--- config.mk ---
export PLATFORM = sky130hd
export DESIGN_NAME = dsm_eval
export DESIGN_NICKNAME = d
export VERILOG_FILES = /design/src/design/dsm_pkg.sv /design/src/design/dsm_eval.sv
export SDC_FILE = /design/constraint.sdc
export NUM_CORES = 1
export LEC_CHECK = 0
export CORE_ASPECT_RATIO = 1.75
export CORE_MARGIN = 4
export CORE_UTILIZATION = 45
export CTS_CLUSTER_DIAMETER = 120
export DETAILED_ROUTE_END_ITERATION = 8
export DONT_BUFFER_PORTS = 1
export GPL_TIMING_DRIVEN = 0
export SLEW_MARGIN = 10
export SYNTH_ARGS = -nofsm -noshare
export SYNTH_HDL_FRONTEND = slang
export SYNTH_SLANG_ARGS = --single-unit
--- constraint.sdc ---
create_clock -name clk -period 5.82 [get_ports clk]
set_input_delay 0.291 -clock clk [delete_from_list [all_inputs] [get_ports clk]]
set_output_delay 0.291 -clock clk [all_outputs]
set_load 0.03 [all_outputs]
--- src/design/dsm_pkg.sv ---
// Shared types and constants of the disturbance mask unit.
`default_nettype none

package dsm_pkg;

  localparam int ROW_W      = 16;
  localparam int COL_W      = 12;
  localparam int IN_W       = 32;
  localparam int OUT_W      = 32;
  localparam int CFG_IDX_W  = 3;
  localparam int CFG_DATA_W = 32;
  localparam int THR_W      = 31;
  localparam int IMG_W_W    = 13;
  localparam int IMG_H_W    = 16;
  localparam int NBR        = 8;

  localparam logic [CFG_IDX_W-1:0] CFG_FOUR_CONN   = 3'd0;
  localparam logic [CFG_IDX_W-1:0] CFG_THRESHOLD   = 3'd1;
  localparam logic [CFG_IDX_W-1:0] CFG_DIAG_THRESH = 3'd2;
  localparam logic [CFG_IDX_W-1:0] CFG_NODATA      = 3'd3;
  localparam logic [CFG_IDX_W-1:0] CFG_IMG_WIDTH   = 3'd4;
  localparam logic [CFG_IDX_W-1:0] CFG_IMG_HEIGHT  = 3'd5;

  // neighbor slots: 2k is the first (upper/left) and 2k+1 the second of direction k
  // direction 0 vertical, 1 horizontal, 2 main diagonal, 3 anti diagonal
  typedef struct packed {
    logic             report;
    logic [ROW_W-1:0] row;
    logic [COL_W-1:0] col;
    logic             ctr_nd;
    logic [NBR-1:0]   nbr_nd;
  } dsm_win_t;

endpackage

`default_nettype wire

--- src/design/dsm_eval.sv ---
// Threshold tests per direction and the result register.
`default_nettype none

module dsm_eval
  import dsm_pkg::*;
#(
  parameter int HEIGHT_BITS = 32
) (
  input  wire logic                        clk,
  input  wire logic                        rst,
  input  wire logic                        win_valid,
  output logic                             win_ready,
  input  wire dsm_win_t                    win_info,
  input  wire logic signed [HEIGHT_BITS:0] win_diff [NBR],
  input  wire logic                        four_conn,
  input  wire logic [THR_W-1:0]            threshold,
  input  wire logic [THR_W-1:0]            diag_threshold,
  output logic                             m_tvalid,
  input  wire logic                        m_tready,
  output logic [OUT_W-1:0]                 m_tdata
);

  localparam int DW = HEIGHT_BITS + 1;
  localparam int EW = ((DW > THR_W) ? DW : THR_W) + 1;

  logic signed [EW-1:0] lim_hv;
  logic signed [EW-1:0] lim_dg;
  logic signed [EW-1:0] lim;
  logic signed [EW-1:0] d_ext;
  logic [NBR-1:0]       exceed;
  logic [3:0]           dir_dist;
  logic                 disturbed;

  assign win_ready = !m_tvalid || m_tready;

  always_comb begin
    lim_hv = $signed(EW'(threshold));
    lim_dg = $signed(EW'(diag_threshold));
    for (int k = 0; k < NBR; k++) begin
      lim       = (k < 4) ? lim_hv : lim_dg;
      d_ext     = EW'(win_diff[k]);
      exceed[k] = (d_ext > lim) || (d_ext < -lim);
    end
    for (int j = 0; j < 4; j++) begin
      if (!win_info.nbr_nd[2*j] && !win_info.nbr_nd[2*j+1]) begin
        dir_dist[j] = exceed[2*j] || exceed[2*j+1];
      end else if (win_info.nbr_nd[2*j]) begin
        dir_dist[j] = exceed[2*j+1];
      end else begin
        dir_dist[j] = exceed[2*j];
      end
    end
    disturbed = !win_info.ctr_nd && dir_dist[0] && dir_dist[1]
                && (four_conn || (dir_dist[2] && dir_dist[3]));
  end

  always_ff @(posedge clk) begin
    if (rst) begin
      m_tvalid <= 1'b0;
    end else if (win_ready) begin
      m_tvalid <= win_valid && win_info.report;
    end
  end

  always_ff @(posedge clk) begin
    if (win_ready && win_valid) begin
      m_tdata <= {2'b00, win_info.ctr_nd, disturbed, win_info.col, win_info.row};
    end
  end

endmodule

`default_nettype wire

## Word level (Yosys, flattened, before mapping)

Cells that the tools add are included.

| word-level totals | value |
|---|---|
| register bits | 31 |
| output and inout port bits | 34 |
| word-level logic and storage cells | 62 |

| cells by class | value |
|---|---|
| add/subtract/negate cells | 2 |
| order comparisons | 16 |
| mux-type cells | 8 |
| reductions and logical operators | 34 |

Operators with widths:

| cell | number |
|---|---|
| 33-bit by 34-bit less-than comparator with 1-bit output | 8 |
| 33-bit by 32-bit greater-than comparator with 1-bit output | 8 |
| 31-bit negation with 34-bit output | 2 |
| 1-bit logical OR | 14 |
| 1-bit logical AND | 10 |
| 1-bit logical NOT | 10 |
| 1-bit 2-to-1 mux | 8 |

## Logic depth before layout (Yosys ltp)

| logic depth | value |
|---|---|
| depth in word-level cells | 8 |
| depth in mapped cells | 18 |
| depth with buffers taken out | 18 |

## Worst setup path after synthesis

Ideal clock, no wire load.

| timing path | value |
|---|---|
| kind | input to register |
| start point | input port threshold[15] |
| end point | register m_tdata[28] (data pin) |
| library setup time | 0.274 ns |
| arrival time | 4.143 ns |
| data required time | 5.546 ns |
| slack | 1.404 ns |
| cell stages on the path | 15 |
| path buffers | 1 |
| cells stage by stage | or4_4 or4_4 buf_6 or3_2 nor2_1 nand2_1 nor3_1 ha_1 a21o_1 a21o_1 a221oi_1 o21ai_0 or3_1 a211o_1 nor4b_4 |

| between the ends | value |
|---|---|
| word-level cells in the longest chain between the ends | 8 |

RTL lines:

| item | RTL line | RTL |
|---|---|---|
| start, declared | dsm_eval.sv:16 | `input wire logic [THR_W-1:0] threshold,` |
| 31-bit negation with 34-bit output | dsm_eval.sv:42 | `exceed[k] = (d_ext > lim) \|\| (d_ext < -lim);` |
| 33-bit by 34-bit less-than comparator with 1-bit output | dsm_eval.sv:42 |  |
| 1-bit logical OR | dsm_eval.sv:42 |  |
| 1-bit 2-to-1 mux / 1-bit logical OR (equally long branches) | dsm_eval.sv:47, dsm_eval.sv:46 |  |
| 1-bit 2-to-1 mux | dsm_eval.sv:45 | `if (!win_info.nbr_nd[2*j] && !win_info.nbr_nd[2*j+1]) begin` |
| 1-bit logical AND | dsm_eval.sv:53 | `disturbed = !win_info.ctr_nd && dir_dist[0] && dir_dist[1]` |
| 1-bit logical AND (*) | dsm_eval.sv:53 |  |
| 1-bit logical AND (*) | dsm_eval.sv:54 | `&& (four_conn \|\| (dir_dist[2] && dir_dist[3]));` |
| net disturbed | dsm_eval.sv:32 | `logic disturbed;` |
| end signal, assigned | dsm_eval.sv:67 | `m_tdata <= {2'b00, win_info.ctr_nd, disturbed, win_info.col, win_info.row};` |
| end, declared | dsm_eval.sv:20 | `output logic [OUT_W-1:0] m_tdata` |

Mark *: on every way through the listed nets, which the timed path passes. The rest lies on a longest branch.
A chain may end at the register's enable or synchronous reset.

## Final worst setup path

| timing path | value |
|---|---|
| start point | input port threshold[3] |
| end point | register m_tdata[28] (data pin) |

Same word-level chain as after synthesis.

==> PnR_summary.wiki <==
{| class="wikitable"
! Metric !! Value
|-
| Outcome || finished, final reports clean
|-
| Half-perimeter wire length after placement || 50.8 mm
|-
| Core area || 29400 µm²
|-
| Primary flip-flop cell chosen by synthesis mapping || sky130_fd_sc_hd__edfxtp_1
|-
| Critical path, cell by cell || nor3_1 -> nand4_1 -> or3_2 -> nor2_1 -> nand2_1 -> nor3_1 -> ha_1 -> a21oi_1 -> o211ai_1 -> a2111oi_0 -> nand3_1 -> a21oi_1 -> nor3_1 -> a21oi_1 -> nor4_1 -> nor4b_4
|-
| Leftover overflow at the end of global routing || 0
|-
| Final-report hold violation count || 0
|-
| Detailed-route DRC error count || 0
|-
| DR vias || 13200
|-
| Switching power total || 0.000638 W
|-
| Main combinational cell family by area after synthesis || adder cells
|-
| Internal Power || 0.000782 W
|-
| Basic-gate share of the synthesized area counting and, or, nand and nor cells || 0.192
|-
| Chip Height || 237 µm
|-
| Kind of cell with the highest combined delay on the critical path || simple AND/OR/NAND/NOR gates
|-
| Worst-path fanout max || 6
|-
| Clock buffer count from CTS || 5
|-
| Register area share after synthesis || 0.0685
|-
| Number of max-cap violations || 0
|-
| Layout filler cell count || 3014
|-
| Largest net degree at the start of global routing || 31
|-
| Power Dens Cells || 101 nW/µm²
|-
| Critical Path Max Stage Delay || 0.65 ns
|-
| Crit end category || register
|-
| Fraction of registers with async set/reset || 0
|-
| Data required time of the critical path || 5.89 ns
|-
| Setup Skew || 0.00412 ns
|-
| Final period demand of the worst path || 5.14 ns
|-
| Number of global-route vias before repair || 13800
|-
| Routed length per placed instance || 27.7 µm
|-
| Largest area contributor in the netlist || sky130_fd_sc_hd__ha_1
|-
| Most frequently used cell type in the post-synthesis netlist || sky130_fd_sc_hd__ha_1
|-
| CTS tree || done
|-
| Pleak || 6.75 nW
|-
| Input/output buffers || 0
|-
| Effective utilization at floorplan || 0.457
|-
| Die ar. || 32800 µm²
|-
| Final Wtd Congestion || 1.04
|-
| Tot Pwr || 0.00142 W
|-
| Clock Sink Count || 31
|-
| Share of total power in sequential cells || 0.208
|-
| Routed vias/inst || 6.55
|-
| Post-synthesis average cell area || 8.31 µm²
|-
| Finished layout cell area || 14100 µm²
|-
| Share of the synthesized area in the top cell type || 0.464
|-
| Highest clock rate || 194 MHz
|-
| Horizontal die dimension || 139 µm
|-
| Critical path's slowest cell || sky130_fd_sc_hd__or3_2
|-
| Setup repair after global routing missed its margin || no
|-
| Setup TNS Final || 0 ns
|-
| Arrival time at the worst endpoint || 5.21 ns
|-
| Area post-placement || 13900 µm²
|-
| Slew @ Worst Pin || 1.17 ns
|-
| Main area contributors after synthesis || sky130_fd_sc_hd__ha_1 (46%), sky130_fd_sc_hd__edfxtp_1 (6.7%), sky130_fd_sc_hd__a21oi_1 (5.6%)
|-
| DRT Wirelength || 55.8 mm
|-
| Post-synthesis mux area share || 0
|-
| Final period util || 0.883
|-
| Critical path buffer and inverter count || 0
|-
| Post-synth top cells || sky130_fd_sc_hd__ha_1 (498), sky130_fd_sc_hd__a21oi_1 (151), sky130_fd_sc_hd__o21ai_0 (99)
|-
| Compound-Gate Fraction of Synth Area || 0.214
|-
| Kind of launch point of the worst setup path || input pin
|-
| Path type of the worst min-delay path || input pin to register
|-
| Cell count after synthesis || 1618
|-
| Count of nets left with antenna violations after detail routing || 0
|-
| Iteration count of the initial detailed-routing pass || 7
|-
| Cell Rows || 83
|-
| Combinational share of power || 0.616
|-
| Flip-flop and latch count after synthesis || 31
|-
| Final Max Slew Viols || 0
|-
| First-pass GRT wire length || 81.6 mm
|-
| Final Net Count || 2493
|-
| Worst-Skew Late Latency || 0.27 ns
|-
| GRT Overall Usage || 0.324
|-
| Post-synthesis instance area || 13400 µm²
|-
| Final-report setup violation count || 0
|-
| Yosys Warn Count || 0
|-
| Area share of fa/ha/maj cells after synthesis || 0.465
|-
| Root Buffer || sky130_fd_sc_hd__clkbuf_16
|-
| Clk pwr share || 0.175
|-
| Unique cell type count in the Yosys netlist || 71
|-
| Switching part of the total || 0.449
|-
| Post-CTS Setup Inserts || 0
|-
| Number of ports placed on the die boundary || 403
|-
| Fraction of synthesized cell area in xor and xnor cells || 0.0313
|-
| Area grow syn2layout || 4.77%
|-
| Antenna violations before repair || 1
|-
| Fraction of layout cells with a size suffix above 1 || 0.0234
|-
| Buffer levels on the longest clock path || 2
|-
| DR iter-0 viols || 590
|-
| Clock slew at the register clock pins of the worst setup and hold paths || 0.05 ns
|-
| Setup Crit Path Kind || input pin to register
|-
| H-tree depth || 2
|-
| Headroom to the max-slew limit || 0.213
|-
| Peak supply drop || 0.000101 V
|-
| Number of synthesized flops with an enable pin || 30
|}
==> placed cells by master (no fill, tap or decap), drive strengths merged, types with 9 or more instances in the layout <==
cell type	n
nand3	61
a211oi	30
nor4	26
nor3	52
nand2b	20
ha	498
nor2b	23
nor2	83
inv	97
a21oi	151
a2111oi	10
edfxtp	30
xnor2	45
a21o	61
nand4	67
and4	9
o21ai	99
and3	9
nand2	97
o211ai	16
==> stage by stage <==
| step | hold WS, ns | utilization | cells | setup WS, ns |
|---|---|---|---|---|
| finish | 0.0812 | 0.479 | 2011 | 0.678 |
| CTS | 0.0751 | 0.479 | 2009 | 0.324 |
| global placement | 0.361 | 0.474 | 2001 | 0.0348 |
| global route | 0.0771 | 0.479 | 2011 | 0.347 |
| floorplan | 0.360 | - | 1619 | 1.40 |
| detailed placement | 0.366 | 0.474 | 2001 | 0.0488 |
==> power groups by stage <==
stage	Sequential, W	Combinational (W)	Clock, W
final	0.000296	0.000876	0.000249
after global routing	0.000296	0.00100	0.000270
after detailed placement	0.000301	0.000869	0
after CTS	0.000297	0.000875	0.000254
after global placement	0.000301	0.000842	0
after floorplan	0.000296	0.000626	0
==> timing repair <==
| item | in CTS | in global routing |
|---|---|---|
| endpoints found under the setup margin | 0 | 1 |
| hold buffers | 0 | 0 |
| resized for setup | 0 | 1 |
==> layout make-up <==
| type | instances | area (µm²) | share of cell area |
|---|---|---|---|
| Clock buffer | 5 | 125 | 0.00888 |
| Tap cell | 382 | 478 | 0.0339 |
| Multi-Input combinational cell | 1487 | 12100 | 0.862 |
| Inverter | 97 | 364 | 0.0259 |
| Buffer | 4 | 31.3 | 0.00222 |
| Clock inverter | 3 | 20.0 | 0.00142 |
| Sequential cell | 31 | 921 | 0.0654 |
| Antenna cell | 2 | 5.00 | 0.000355 |
==> registers in the layout (all words and copies together) (netlist names) <==
name	count
m_tdata	30
m_tvalid	1
==> worst paths after layout <==
kind / start / cells past startpoint / slack [ns] / end
worst min-delay path: rst / 1 / 0.08 / m_tvalid
worst max-delay path: threshold[3] / 16 / 0.68 / m_tdata[28]
worst min register to register: m_tvalid / 2 / 0.93 / m_tvalid
worst max register to register: m_tvalid / 2 / 3.98 / m_tdata[3]
==> routing by layer <==
layer	GRT usage	vias up	wire length, µm
li1	-	6362	-
met1	0.249	6051	15300
met2	0.636	547	29900
met3	0.102	215	4570
met4	0.269	0	5940
met5	0	-	0
==> cells by family (layout without fill, tap and decap cells) <==
group | Yosys count | in the layout
AO/OA/AOI/OAI | 453 | 453
XOR/XNOR | 48 | 48
adder cells (fa/ha/maj) | 500 | 500
buffers and inverters | 101 | 109
flip-flops | 31 | 31
other | 1 | 4
AND/OR/NAND/NOR | 484 | 484
(Power assumes the default switching activity.)
